==> src/hdl/iee_pkg.sv <==
// ----------------------------------------------------------------------------
// iee_pkg
// Shared constants and types of the infix expression evaluator.
// ----------------------------------------------------------------------------
package iee_pkg;

	localparam int STACK_DEPTH_DEF = 16;
	localparam int VALUE_WIDTH_DEF = 32;

	localparam logic [2:0] ST_OK      = 3'd0;
	localparam logic [2:0] ST_CHAR    = 3'd1;
	localparam logic [2:0] ST_DIV0    = 3'd2;
	localparam logic [2:0] ST_OVF     = 3'd3;
	localparam logic [2:0] ST_MISSING = 3'd4;

	localparam logic [1:0] OP_ADD = 2'd0;
	localparam logic [1:0] OP_SUB = 2'd1;
	localparam logic [1:0] OP_MUL = 2'd2;
	localparam logic [1:0] OP_DIV = 2'd3;

	localparam logic [7:0] CH_PLUS  = 8'h2B;
	localparam logic [7:0] CH_MINUS = 8'h2D;
	localparam logic [7:0] CH_STAR  = 8'h2A;
	localparam logic [7:0] CH_SLASH = 8'h2F;
	localparam logic [7:0] CH_ZERO  = 8'h30;
	localparam logic [7:0] CH_NINE  = 8'h39;

	// controller -> datapath
	typedef struct packed {
		logic load;      // capture input item
		logic digit;     // fold digit into accumulator
		logic flush;     // push accumulator if a number is open
		logic rd_top;    // read top two values and top operator
		logic red_go;    // start reduction on read operands
		logic red_done;  // write back reduction result
		logic push_op;   // push captured operator
		logic clear;     // clear counts, flags, error and accumulator
		logic rd_bottom; // read value at stack bottom
		logic out_load;  // load output register
		logic [2:0] set_err;
		logic set_err_en;
	} iee_cmd_t;

	// datapath -> controller
	typedef struct packed {
		logic is_digit;
		logic is_op;
		logic is_end;
		logic err;
		logic ops_empty;
		logic ops_full;
		logic vals_lt2;
		logic vals_full;
		logic vals_one;
		logic in_number;
		logic top_ge;     // top operator precedence >= incoming, or end item
		logic div_zero;   // read divisor is zero and op is divide
		logic red_busy;
		logic red_ready;
	} iee_sts_t;

endpackage

==> src/hdl/iee_divider.sv <==
// ----------------------------------------------------------------------------
// iee_divider
// Restoring signed divider, one quotient bit per cycle, truncates to zero.
// ----------------------------------------------------------------------------
module iee_divider #(
	parameter int VALUE_WIDTH = iee_pkg::VALUE_WIDTH_DEF
) (
	input  logic                   clk,
	input  logic                   arst_n,
	input  logic                   start,
	input  logic [VALUE_WIDTH-1:0] dividend,
	input  logic [VALUE_WIDTH-1:0] divisor,
	output logic                   busy,
	output logic                   done,
	output logic [VALUE_WIDTH-1:0] quotient
);
	localparam int CW = $clog2(VALUE_WIDTH + 1);

	logic [VALUE_WIDTH-1:0] rem_q, quo_q, den_q;
	logic [CW-1:0]          cnt_q;
	logic                   neg_q, busy_q, done_q;
	logic [VALUE_WIDTH:0]   trial;
	logic [VALUE_WIDTH-1:0] ma, mb;

	assign ma    = dividend[VALUE_WIDTH-1] ? (~dividend + 1'b1) : dividend;
	assign mb    = divisor[VALUE_WIDTH-1] ? (~divisor + 1'b1) : divisor;
	assign trial = {rem_q, quo_q[VALUE_WIDTH-1]} - {1'b0, den_q};

	always_ff @(posedge clk or negedge arst_n) begin
		if (!arst_n) begin
			busy_q <= 1'b0;
			done_q <= 1'b0;
			cnt_q  <= '0;
		end else begin
			done_q <= 1'b0;
			if (start) begin
				busy_q <= 1'b1;
				cnt_q  <= CW'(VALUE_WIDTH);
			end else if (busy_q) begin
				cnt_q <= cnt_q - 1'b1;
				if (cnt_q == CW'(1)) begin
					busy_q <= 1'b0;
					done_q <= 1'b1;
				end
			end
		end
	end

	always_ff @(posedge clk) begin
		if (start) begin
			rem_q <= '0;
			quo_q <= ma;
			den_q <= mb;
			neg_q <= dividend[VALUE_WIDTH-1] ^ divisor[VALUE_WIDTH-1];
		end else if (busy_q) begin
			if (!trial[VALUE_WIDTH]) begin
				rem_q <= trial[VALUE_WIDTH-1:0];
				quo_q <= {quo_q[VALUE_WIDTH-2:0], 1'b1};
			end else begin
				rem_q <= {rem_q[VALUE_WIDTH-2:0], quo_q[VALUE_WIDTH-1]};
				quo_q <= {quo_q[VALUE_WIDTH-2:0], 1'b0};
			end
		end
	end

	assign busy     = busy_q;
	assign done     = done_q;
	assign quotient = neg_q ? (~quo_q + 1'b1) : quo_q;
endmodule

==> src/hdl/iee_datapath.sv <==
// ----------------------------------------------------------------------------
// iee_datapath
// Stacks, digit accumulator, arithmetic unit and output register.
// ----------------------------------------------------------------------------
module iee_datapath #(
	parameter int STACK_DEPTH = iee_pkg::STACK_DEPTH_DEF,
	parameter int VALUE_WIDTH = iee_pkg::VALUE_WIDTH_DEF
) (
	input  logic              clk,
	input  logic              arst_n,
	input  iee_pkg::iee_cmd_t cmd,
	output iee_pkg::iee_sts_t sts,
	input  logic [7:0]        char_code,
	input  logic              end_of_expression,
	output logic [31:0]       value,
	output logic [2:0]        status
);
	localparam int AW = (STACK_DEPTH > 1) ? $clog2(STACK_DEPTH) : 1;
	localparam int CW = $clog2(STACK_DEPTH + 1);

	logic [VALUE_WIDTH-1:0] vmem [STACK_DEPTH];
	logic [1:0]             omem [STACK_DEPTH];
	logic [CW-1:0]          vcnt_q, ocnt_q;
	logic [VALUE_WIDTH-1:0] acc_q, a_q, b_q, res_q, mul_q;
	logic [1:0]             op_q, top_q;
	logic                   innum_q, end_q;
	logic [2:0]             err_q;
	logic [7:0]             ch_q;
	logic [1:0]             new_op;
	logic                   div_busy, div_done;
	logic [VALUE_WIDTH-1:0] quot;
	logic                   div_start, vpush;
	logic [VALUE_WIDTH-1:0] vpush_d;
	logic [31:0]            val_q;
	logic [2:0]             stat_q;

	always_comb begin
		case (ch_q)
			iee_pkg::CH_PLUS:  new_op = iee_pkg::OP_ADD;
			iee_pkg::CH_MINUS: new_op = iee_pkg::OP_SUB;
			iee_pkg::CH_STAR:  new_op = iee_pkg::OP_MUL;
			default:           new_op = iee_pkg::OP_DIV;
		endcase
	end

	assign div_start = cmd.red_go && (top_q == iee_pkg::OP_DIV);

	iee_divider #(.VALUE_WIDTH(VALUE_WIDTH)) u_div (
		.clk(clk), .arst_n(arst_n), .start(div_start), .dividend(a_q),
		.divisor(b_q), .busy(div_busy), .done(div_done), .quotient(quot)
	);

	// result of reduction
	always_comb begin
		case (top_q)
			iee_pkg::OP_ADD: res_q = a_q + b_q;
			iee_pkg::OP_SUB: res_q = a_q - b_q;
			iee_pkg::OP_MUL: res_q = mul_q;
			default:         res_q = quot;
		endcase
	end

	assign vpush   = cmd.flush && innum_q && (vcnt_q != CW'(STACK_DEPTH));
	assign vpush_d = acc_q;

	always_ff @(posedge clk or negedge arst_n) begin
		if (!arst_n) begin
			vcnt_q  <= '0;
			ocnt_q  <= '0;
			innum_q <= 1'b0;
			err_q   <= iee_pkg::ST_OK;
			acc_q   <= '0;
		end else begin
			if (cmd.clear) begin
				vcnt_q  <= '0;
				ocnt_q  <= '0;
				innum_q <= 1'b0;
				err_q   <= iee_pkg::ST_OK;
				acc_q   <= '0;
			end else begin
				if (cmd.set_err_en && err_q == iee_pkg::ST_OK)
					err_q <= cmd.set_err;
				if (cmd.digit) begin
					acc_q   <= (innum_q ? acc_q * VALUE_WIDTH'(10) : '0)
						+ VALUE_WIDTH'(ch_q - iee_pkg::CH_ZERO);
					innum_q <= 1'b1;
				end
				if (cmd.flush) begin
					innum_q <= 1'b0;
					acc_q   <= '0;
					if (vpush)
						vcnt_q <= vcnt_q + 1'b1;
				end
				if (cmd.red_done) begin
					vcnt_q <= vcnt_q - 1'b1;
					ocnt_q <= ocnt_q - 1'b1;
				end
				if (cmd.push_op)
					ocnt_q <= ocnt_q + 1'b1;
			end
		end
	end

	always_ff @(posedge clk) begin
		if (cmd.load) begin
			ch_q  <= char_code;
			end_q <= end_of_expression;
		end
		if (vpush)
			vmem[vcnt_q[AW-1:0]] <= vpush_d;
		if (cmd.red_done)
			vmem[AW'(vcnt_q - CW'(2))] <= res_q;
		if (cmd.push_op)
			omem[ocnt_q[AW-1:0]] <= new_op;
		if (cmd.rd_top) begin
			b_q   <= vmem[AW'(vcnt_q - CW'(1))];
			a_q   <= vmem[AW'(vcnt_q - CW'(2))];
			top_q <= omem[AW'(ocnt_q - CW'(1))];
		end
		if (cmd.rd_bottom)
			a_q <= vmem[0];
		if (cmd.red_go)
			mul_q <= a_q * b_q;
		if (cmd.out_load) begin
			val_q  <= (err_q == iee_pkg::ST_OK)
				? 32'(signed'(a_q)) : 32'd0;
			stat_q <= err_q;
		end
	end

	// top_ge uses the top operator read in the previous cycle
	always_comb begin
		sts.is_digit  = (ch_q >= iee_pkg::CH_ZERO) && (ch_q <= iee_pkg::CH_NINE);
		sts.is_op     = (ch_q == iee_pkg::CH_PLUS) || (ch_q == iee_pkg::CH_MINUS) ||
			(ch_q == iee_pkg::CH_STAR) || (ch_q == iee_pkg::CH_SLASH);
		sts.is_end    = end_q;
		sts.err       = (err_q != iee_pkg::ST_OK);
		sts.ops_empty = (ocnt_q == '0);
		sts.ops_full  = (ocnt_q == CW'(STACK_DEPTH));
		sts.vals_lt2  = (vcnt_q < CW'(2));
		sts.vals_full = (vcnt_q == CW'(STACK_DEPTH));
		sts.vals_one  = (vcnt_q == CW'(1));
		sts.in_number = innum_q;
		sts.top_ge    = (top_q[1] >= new_op[1]) || end_q;
		sts.div_zero  = (top_q == iee_pkg::OP_DIV) && (b_q == '0);
		sts.red_busy  = div_busy || div_start || (cmd.red_go && top_q == iee_pkg::OP_MUL);
		// product is registered on red_go, before the write-back state
		sts.red_ready = (top_q == iee_pkg::OP_DIV) ? div_done : 1'b1;
	end

	assign value  = val_q;
	assign status = stat_q;
endmodule

==> src/hdl/iee_control.sv <==
// ----------------------------------------------------------------------------
// iee_control
// Sequencer: digit folding, reduction loop, operator push, end of item.
// ----------------------------------------------------------------------------
module iee_control (
	input  logic              clk,
	input  logic              arst_n,
	input  logic              in_valid,
	output logic              in_ready,
	output logic              out_valid,
	input  logic              out_ready,
	output iee_pkg::iee_cmd_t cmd,
	input  iee_pkg::iee_sts_t sts
);
	typedef enum logic [8:0] {
		S_IDLE  = 9'b000000001,
		S_DEC   = 9'b000000010,
		S_CHECK = 9'b000000100,
		S_READ  = 9'b000001000,
		S_TEST  = 9'b000010000,
		S_WAIT  = 9'b000100000,
		S_PUSH  = 9'b001000000,
		S_FIN   = 9'b010000000,
		S_OUT   = 9'b100000000
	} state_t;

	state_t st_q, st_d;
	logic   ov_q, ov_d;

	always_comb begin
		st_d = st_q;
		ov_d = ov_q;
		cmd  = '0;
		if (out_valid && out_ready)
			ov_d = 1'b0;
		in_ready = (st_q == S_IDLE);
		case (st_q)
			S_IDLE: begin
				if (in_valid) begin
					cmd.load = 1'b1;
					st_d = S_DEC;
				end
			end
			S_DEC: begin
				if (sts.is_end) begin
					if (sts.err) begin
						st_d = S_FIN;
					end else begin
						cmd.flush = 1'b1;
						if (sts.in_number && sts.vals_full) begin
							cmd.set_err_en = 1'b1;
							cmd.set_err = iee_pkg::ST_OVF;
						end
						st_d = S_CHECK;
					end
				end else if (sts.err) begin
					st_d = S_IDLE;
				end else if (sts.is_digit) begin
					cmd.digit = 1'b1;
					st_d = S_IDLE;
				end else if (sts.is_op) begin
					cmd.flush = 1'b1;
					if (sts.in_number && sts.vals_full) begin
						cmd.set_err_en = 1'b1;
						cmd.set_err = iee_pkg::ST_OVF;
					end
					st_d = S_CHECK;
				end else begin
					cmd.set_err_en = 1'b1;
					cmd.set_err = iee_pkg::ST_CHAR;
					st_d = S_IDLE;
				end
			end
			S_CHECK: begin
				if (sts.err)
					st_d = sts.is_end ? S_FIN : S_IDLE;
				else if (sts.ops_empty)
					st_d = sts.is_end ? S_FIN : S_PUSH;
				else begin
					cmd.rd_top = 1'b1;
					st_d = S_READ;
				end
			end
			S_READ: begin
				if (!sts.top_ge)
					st_d = S_PUSH;
				else if (sts.vals_lt2) begin
					cmd.set_err_en = 1'b1;
					cmd.set_err = iee_pkg::ST_MISSING;
					st_d = sts.is_end ? S_FIN : S_IDLE;
				end else if (sts.div_zero) begin
					cmd.set_err_en = 1'b1;
					cmd.set_err = iee_pkg::ST_DIV0;
					st_d = sts.is_end ? S_FIN : S_IDLE;
				end else begin
					cmd.red_go = 1'b1;
					st_d = S_TEST;
				end
			end
			S_TEST: st_d = S_WAIT;
			S_WAIT: begin
				if (sts.red_ready) begin
					cmd.red_done = 1'b1;
					st_d = S_CHECK;
				end
			end
			S_PUSH: begin
				if (sts.ops_full) begin
					cmd.set_err_en = 1'b1;
					cmd.set_err = iee_pkg::ST_OVF;
				end else
					cmd.push_op = 1'b1;
				st_d = S_IDLE;
			end
			S_FIN: begin
				if (!sts.err && !sts.vals_one) begin
					cmd.set_err_en = 1'b1;
					cmd.set_err = iee_pkg::ST_MISSING;
				end
				cmd.rd_bottom = 1'b1;
				st_d = S_OUT;
			end
			S_OUT: begin
				if (!ov_q || out_ready) begin
					cmd.out_load = 1'b1;
					cmd.clear = 1'b1;
					ov_d = 1'b1;
					st_d = S_IDLE;
				end
			end
			default: st_d = S_IDLE;
		endcase
	end

	always_ff @(posedge clk or negedge arst_n) begin
		if (!arst_n) begin
			st_q <= S_IDLE;
			ov_q <= 1'b0;
		end else begin
			st_q <= st_d;
			ov_q <= ov_d;
		end
	end

	assign out_valid = ov_q;
endmodule

==> src/hdl/infix_expression_evaluator_unit.sv <==
// ----------------------------------------------------------------------------
// infix_expression_evaluator_unit
// Two-stack infix evaluator taking one character item at a time.
// ----------------------------------------------------------------------------
// A digit or error item returns straight to idle. An operator reduces while
// the top operator ranks no lower, a / waiting on the divider, then is pushed.
// End item: reductions, then the result is loaded once the last one is taken.
// Asynchronous active-low reset clears counts, flags and control; stacks
// are left undefined and entries above their counts are never used.
module infix_expression_evaluator_unit #(
	parameter int STACK_DEPTH = iee_pkg::STACK_DEPTH_DEF,
	parameter int VALUE_WIDTH = iee_pkg::VALUE_WIDTH_DEF
) (
	input  logic        clk,
	input  logic        arst_n,
	input  logic        in_valid,
	output logic        in_ready,
	input  logic [7:0]  char_code,
	input  logic        end_of_expression,
	output logic        out_valid,
	input  logic        out_ready,
	output logic [31:0] value,
	output logic [2:0]  status
);
	iee_pkg::iee_cmd_t cmd;
	iee_pkg::iee_sts_t sts;

	iee_control u_ctl (
		.clk(clk), .arst_n(arst_n), .in_valid(in_valid), .in_ready(in_ready),
		.out_valid(out_valid), .out_ready(out_ready), .cmd(cmd), .sts(sts)
	);

	iee_datapath #(.STACK_DEPTH(STACK_DEPTH), .VALUE_WIDTH(VALUE_WIDTH)) u_dp (
		.clk(clk), .arst_n(arst_n), .cmd(cmd), .sts(sts),
		.char_code(char_code), .end_of_expression(end_of_expression),
		.value(value), .status(status)
	);
endmodule

==> config.mk <==
export PLATFORM = sky130hd
export DESIGN_NAME = infix_expression_evaluator_unit
export DESIGN_NICKNAME = d
export VERILOG_FILES = /design/src/hdl/iee_pkg.sv /design/src/hdl/iee_divider.sv /design/src/hdl/iee_datapath.sv /design/src/hdl/iee_control.sv /design/src/hdl/infix_expression_evaluator_unit.sv
export SDC_FILE = /design/constraint.sdc
export NUM_CORES = 2
export LEC_CHECK = 0
export BUFFER_PORTS_ARGS = -buffer_cell sky130_fd_sc_hd__buf_2
export CORE_MARGIN = 2
export CORE_UTILIZATION = 60
export DETAILED_ROUTE_END_ITERATION = 16
export HOLD_SLACK_MARGIN = 0.05
export MAX_ROUTING_LAYER = met4
export PLACE_DENSITY = 0.81
export SYNTH_ARGS = -nofsm -noshare
export SYNTH_HDL_FRONTEND = slang
export SYNTH_SLANG_ARGS = --single-unit
==> constraint.sdc <==
create_clock -name clk -period 13.3 [get_ports clk]
set_clock_uncertainty 0.2 [all_clocks]
set_input_delay 1.995 -clock clk [delete_from_list [all_inputs] [get_ports clk]]
set_output_delay 1.995 -clock clk [all_outputs]
set_load 0.01 [all_outputs]
=== After elaboration in Yosys (flattened, before gate mapping) ===
Memories as Yosys holds them, arrays and structs flattened. A register that Yosys moved wholly into a read port is not among the register bits.
Index checks and enable logic that the tools add are counted.

* Flip-flop bits (word level): 269
* Memory bits (writable): 544
* Input port bits: 13
* Logic and storage cells: 203
* Memories: 2

{| class="wikitable"
|+ Memory list
! name !! words !! bits a word !! rd ports !! clocked after Yosys merged registers in !! wr ports !! RTL line !! text
|-
| u_dp.vmem || 16 || 32 || 3 || 1 || 1 || iee_datapath.sv:21 || <nowiki>logic [VALUE_WIDTH-1:0] vmem [STACK_DEPTH];</nowiki>
|-
| u_dp.omem || 16 || 2 || 1 || 1 || 1 || iee_datapath.sv:22 || <nowiki>logic [1:0] omem [STACK_DEPTH];</nowiki>
|}

* Add/subtract/negate cells: 14
* $mul: 2
* Magnitude comparators: 4
* Equal/unequal tests: 24
* Multiplexer cells: 100
* Bitwise gates (word level): 4
* Reductions and logical operators: 32

{| class="wikitable"
|+ Operators by type and width
! kind !! number
|-
| 2-to-1 mux 32 bit || 12
|-
| adder 32 x 1 -> 32 bit (second input constant) || 3
|-
| NOT 32 bit || 3
|-
| one-hot mux 32 bit (3 select lines) || 1
|-
| 2-to-1 mux 9 bit || 10
|-
| one-hot mux 9 bit (8 select lines) || 1
|-
| adder 32 bit || 2
|-
| 2-to-1 mux 1 bit || 43
|-
| 2-to-1 mux 5 bit || 7
|-
| subtractor 33 x 32 -> 33 bit || 1
|-
| equality test 8 x 6 -> 1 bit (second input constant) || 4
|-
| zero test 32 bit || 1
|-
| multiplier 32 x 3 -> 31 bit (second input constant) || 1
|-
| multiplier 32 x 32 -> 32 bit || 1
|-
| 2-to-1 mux 4 bit || 8
|-
| OR reduction 32 bit || 1
|-
| subtractor 32 bit || 1
|-
| 2-to-1 mux 31 bit || 1
|-
| 2-to-1 mux 3 bit || 8
|-
| 2-to-1 mux 8 bit || 3
|-
| one-hot mux 4 bit (4 select lines) || 1
|-
| nonzero test 3 bit || 5
|-
| 2-to-1 mux 6 bit || 2
|-
| adder 5 x 1 -> 5 bit (second input constant) || 2
|-
| other kinds (37) || 58
|}

=== Longest topological paths before layout ===
* Depth after elaboration: 15
* Depth in mapped cells: 27
* Mapped depth without buffers: 26

=== By module ===
Synthesis repeated with hierarchy kept, for this count alone.

* Cell total of the unflattened synthesis: 6214
* Area total of the unflattened synthesis: 66829.1 um^2

{| class="wikitable"
|+ Modules (own cells, without submodules)
! module !! times used !! cells an instance !! area an instance (um^2) !! sequential area each (um^2)
|-
| iee_datapath || 1 || 5211 || 58288.4 || 21750.9
|-
| iee_divider || 1 || 909 || 7776.2 || 2792.7
|-
| iee_control || 1 || 94 || 764.5 || 251.5
|}

=== Worst setup path after synthesis ===
No wires, ideal clock.

* Kind: flip-flop to flip-flop
* Start point: register u_dp.a_q[7]
* End point: register u_dp.mul_q[30] (data pin)
* Data arrival time: 7.007 ns
* Data required time: 12.842 ns
* Path slack: 5.835 ns
* Cell stages (with the launch flop): 26
* Buffers on the path: 3
* Clock period less this slack: 7.465 ns
* Cell sequence: edfxtp_1 clkbuf_1 clkbuf_1 nand2_1 fa_1 inv_1 fa_1 fa_1 inv_1 fa_1 inv_1 fa_1 ha_1 fa_1 fa_1 ha_1 clkbuf_1 nand4_1 or2_2 o311ai_0 o221ai_1 o21ai_0 nor3_1 o21bai_1 a21oi_1 xnor2_1

* Word-level cells in the longest chain between the ends: 1

{| class="wikitable"
|+ Ends and longest elaborated chain
! item !! RTL line !! text
|-
| start: declaration || iee_datapath.sv:24 || <nowiki>logic [VALUE_WIDTH-1:0] acc_q, a_q, b_q, res_q, mul_q;</nowiki>
|-
| start signal: assignment || iee_datapath.sv:117 || <nowiki>a_q <= vmem[AW'(vcnt_q - CW'(2))];</nowiki>
|-
| start signal: assignment || iee_datapath.sv:121 || <nowiki>a_q <= vmem[0];</nowiki>
|-
| multiplier 32 x 32 -> 32 bit || iee_datapath.sv:123 || <nowiki>mul_q <= a_q * b_q;</nowiki>
|-
| end signal: assignment || iee_datapath.sv:123 ||
|-
| end: declaration || iee_datapath.sv:24 ||
|}

No other way between the ends.
A chain may end at the register's enable or synchronous reset.

=== Worst setup path after layout ===
* Start point: register u_dp.b_q[2], read port of u_dp.vmem
* End point: register u_dp.mul_q[30] (data pin)

* Word-level cells in the longest chain between the ends: 1

{| class="wikitable"
|+ Ends and longest elaborated chain
! item !! RTL line
|-
| start: declaration || iee_datapath.sv:24
|-
| multiplier 32 x 32 -> 32 bit || iee_datapath.sv:123
|}

No other way between the ends.

==> flow_metrics.py <==
metrics = {
    "grt": {
        "grt_util_all_layers_pct": 34.48,
        "grt_max_degree": 149,
        "grt_pass1_wl_um": 260300,
        "grt_overflow_total": 0,
        "grt_pass1_vias": 42931,
        "antenna_found_initial": 10,
    },
    "route": {
        "wl_per_cell_um": 26.50,
        "first_iter_violations": 5585,
        "drc": 0,
        "ant_nets": 0,
        "via_per_inst": 6.565,
        "wl_um": 170300,
        "dr_total_vias": 42177,
        "first_pass_iters": 8,
    },
    "finish": {
        "syn_to_final_growth_pct": 8.246,
        "nNetsFinal": 5688,
        "final_cell_mix": "edfxtp_1, nand2_1, inv_1, fa_1, and2_1",
        "drive_gt1_share_pct": 14.44,
        "instances_no_fill": 6425,
        "final_common_cell": "edfxtp_1",
    },
    "pwr": {
        "combPwrFrac_pct": 20.6,
        "clockPowerShare_pct": 36.5,
        "power.internal_mw": 5.049,
        "ir_drop_mv": 0.1135,
        "pwr_density_cell_mw_per_mm2": 107.3,
        "switchingPower_mw": 2.048,
        "switching_share_pct": 28.86,
        "p_leak_nw": 26.44,
        "p_seq_share_pct": 42.9,
    },
    "die": {
        "rows": 117,
        "die_h_um": 323.1,
        "die_width_um": 323.1,
        "io_pins": 50,
        "floorplan.core_area_mm2": 0.1013,
        "initial_utilization_pct": 60.30,
        "die-area_mm2": 0.1044,
    },
    "synthesis": {
        "ys_async_sr_fraction_pct": 7.556,
        "synth_warnings": 0,
        "syn_inst": 5004,
        "syn_area_mm2": 0.06109,
        "synth_area_per_cell_um2": 12.21,
        "synth_cell_types": 76,
        "ys_seq_area_share_pct": 40.59,
        "ys.flop_type": "edfxtp_1",
        "syn_nets": 5718,
        "synth_seq_cells": 847,
        "synth_enable_flop_cells": 751,
    },
    "place": {
        "hpwl_um": 111400,
        "port-buffer-count": 49,
        "dp_cells": 6248,
        "preCtsSetupSlack_ps": 5083,
        "gp_congestion": 0.9666,
    },
    "setup_path": {
        "cpPeakStageDelay_ps": 1030,
        "crit_required_ps": 13540,
        "cp-end-kind": "register",
        "critPathLaunchType": "register",
        "critPathBufInv": 3,
        "cpMaxStageDelayCell": "o311ai_0",
        "arrival_ps": 8580,
        "cpLargestDelayFamily": "adder cells",
        "worstPathMaxFanout": 35,
        "crit_top_cell": "fa_1",
        "path_class": "register to register",
        "path_cells": "buf_4 > and2_1 > fa_1 > inv_1 > fa_1 > fa_1 > fa_1 > inv_1 > fa_1 > ha_1 > fa_1 > fa_1 > ha_1 > nand4_1 > or2_2 > o311ai_0 > o221ai_1 > o21ai_0 > nor3_1 > o21bai_1 > a21oi_1 > xnor2_1",
    },
    "sta": {
        "setup_tns_ps": 0,
        "worst_slew_pin_slew_ps": 1356,
        "period_share_pct": 62.71,
        "setup_viol": 0,
        "slew_viol_final": 0,
        "post-route-min-period_ps": 8340,
        "worst_slack_ps": 4960,
        "finalHoldViolations": 0,
        "fmax_mhz": 119.9,
        "rsz0062_at_grt": "no",
        "slew_headroom_pct": 8.998,
    },
    "clocking": {
        "h-tree-depth": 3,
        "cts_resized": 0,
        "numCtsBuffers": 90,
        "postCtsHoldBufs": 0,
        "postCtsSetupBuffers": 0,
        "clock_sinks": 847,
        "clock_latency_ps": 710,
        "clockBufferDepth": 3,
        "cts_root_buffer": "clkbuf_16",
        "cts_tree": "built",
        "clk_pin_slew_worst_paths_ps": 70,
    },
    "run_status": {
        "outcome": "finished, final reports clean",
    },
    "min_path": {
        "hold_class": "register to register",
    },
    "run": {
        "cap_violations": 0,
    },
}
## tightest hold or removal path: cells and delay by family, from the launching register on
kind | cells | cell delay (ps)
simple gates | 1 | 60
compound gates | 1 | 60
flops | 1 | 330
## metrics by stage
stage / total power, mW / cell area [um^2] / hold slack, ps / util [%]
final: 7.097 / 66120 / 299.4 / 65.27
after global routing: 7.371 / 66120 / 322.5 / 65.27
after CTS: 7.103 / 66080 / 298.6 / 65.23
after detailed placement: 4.536 / 63090 / 278.5 / 62.27
after global placement: 4.507 / 63090 / 266.5 / 62.27
after floorplan: 4.163 / 61090 / 240.7 / -
## power groups by stage
stage                     clock, mW  combinational, mW  sequential (mW)
after global placement            0               1.41             3.10
after floorplan                   0               1.09             3.08
after CTS                      2.61               1.45             3.04
after detailed placement          0               1.44             3.10
final                          2.59               1.46             3.04
after global routing           2.70               1.63             3.05
## synthesized netlist by cell type (all sizes together), types with 33 or more instances
cell type | number | area [um^2]
mux2i | 33 | 330.3
clkbuf | 254 | 953.4
a21o | 64 | 480.5
a21oi | 171 | 855.8
mux2 | 33 | 371.6
edfxtp | 751 | 22550
ha | 289 | 3616
nand3 | 33 | 165.2
dfrtp | 63 | 1577
o21ai | 236 | 1181
nand2 | 484 | 1817
o31ai | 36 | 270.3
xnor2 | 173 | 1515
xor2 | 152 | 1331
nor2 | 211 | 792.0
fa | 412 | 8248
buf | 34 | 132.6
and2 | 333 | 2083
mux4 | 330 | 7432
inv | 467 | 1753
## state kept, by name (all words and copies together) (netlist names), 9 cells and up
name and cells:
u_dp.u_div.den_q 32, u_dp.vmem 512, u_dp.acc_q 32, u_dp.a_q 32, u_dp.mul_q 32, u_ctl.st_q 9
u_dp.u_div.quo_q 32, u_dp.omem 32, u_dp.u_div.rem_q 32, u_dp.value 32, u_dp.b_q 32
## path summary, 6_finish.rpt
path                       slack (ps)             endpoint  depth (start not counted)                 from
setup reg to reg                 4960       u_dp.mul_q[30]                         22          u_dp.b_q[2]
max in group asynchronous       10970       u_dp.vcnt_q[1]                          2               arst_n
min in group asynchronous        1290        u_ctl.st_q[1]                          2               arst_n
hold / removal                    300  u_dp.u_div.rem_q[7]                          2  u_dp.u_div.rem_q[7]
setup / recovery                 4960       u_dp.mul_q[30]                         22          u_dp.b_q[2]
hold reg to reg                   300  u_dp.u_div.rem_q[7]                          2  u_dp.u_div.rem_q[7]
## cells by family (layout without fill, tap and decap cells)
logic type	Yosys count	in the layout	synth area share, %
AOI/OAI and AO/OA	700	700	7.071
xor gates and xnor gates	325	325	4.660
adders and majority gates	701	701	19.42
buffers and inverters	757	801	4.660
DFF	847	847	40.59
muxes	396	396	13.32
other	0	9	0
and+or+nand+nor	1278	1278	10.28
## per-layer routing
metal / GRT usage (%) / share of wire (%) / vias up
li1: - / - / 17670
met1: 42.64 / 35 / 21013
met2: 54.05 / 48 / 2819
met3: 6.856 / 11 / 675
met4: 18.35 / 6.3 / 0
met5: - / 0 / -
## cell type report
class	count	area [um^2]
Multi-Input combinational cell	3400	33690
Antenna cell	9	22.52
Timing Repair Buffer	166	1140
Sequential cell	847	24800
Fill cell	7217	35180
Clock buffer	108	2372
Inverter	469	1760
Clock inverter	58	624.3
Tap cell	1368	1712
No activity file was read; power rests on OpenSTA's default activity.
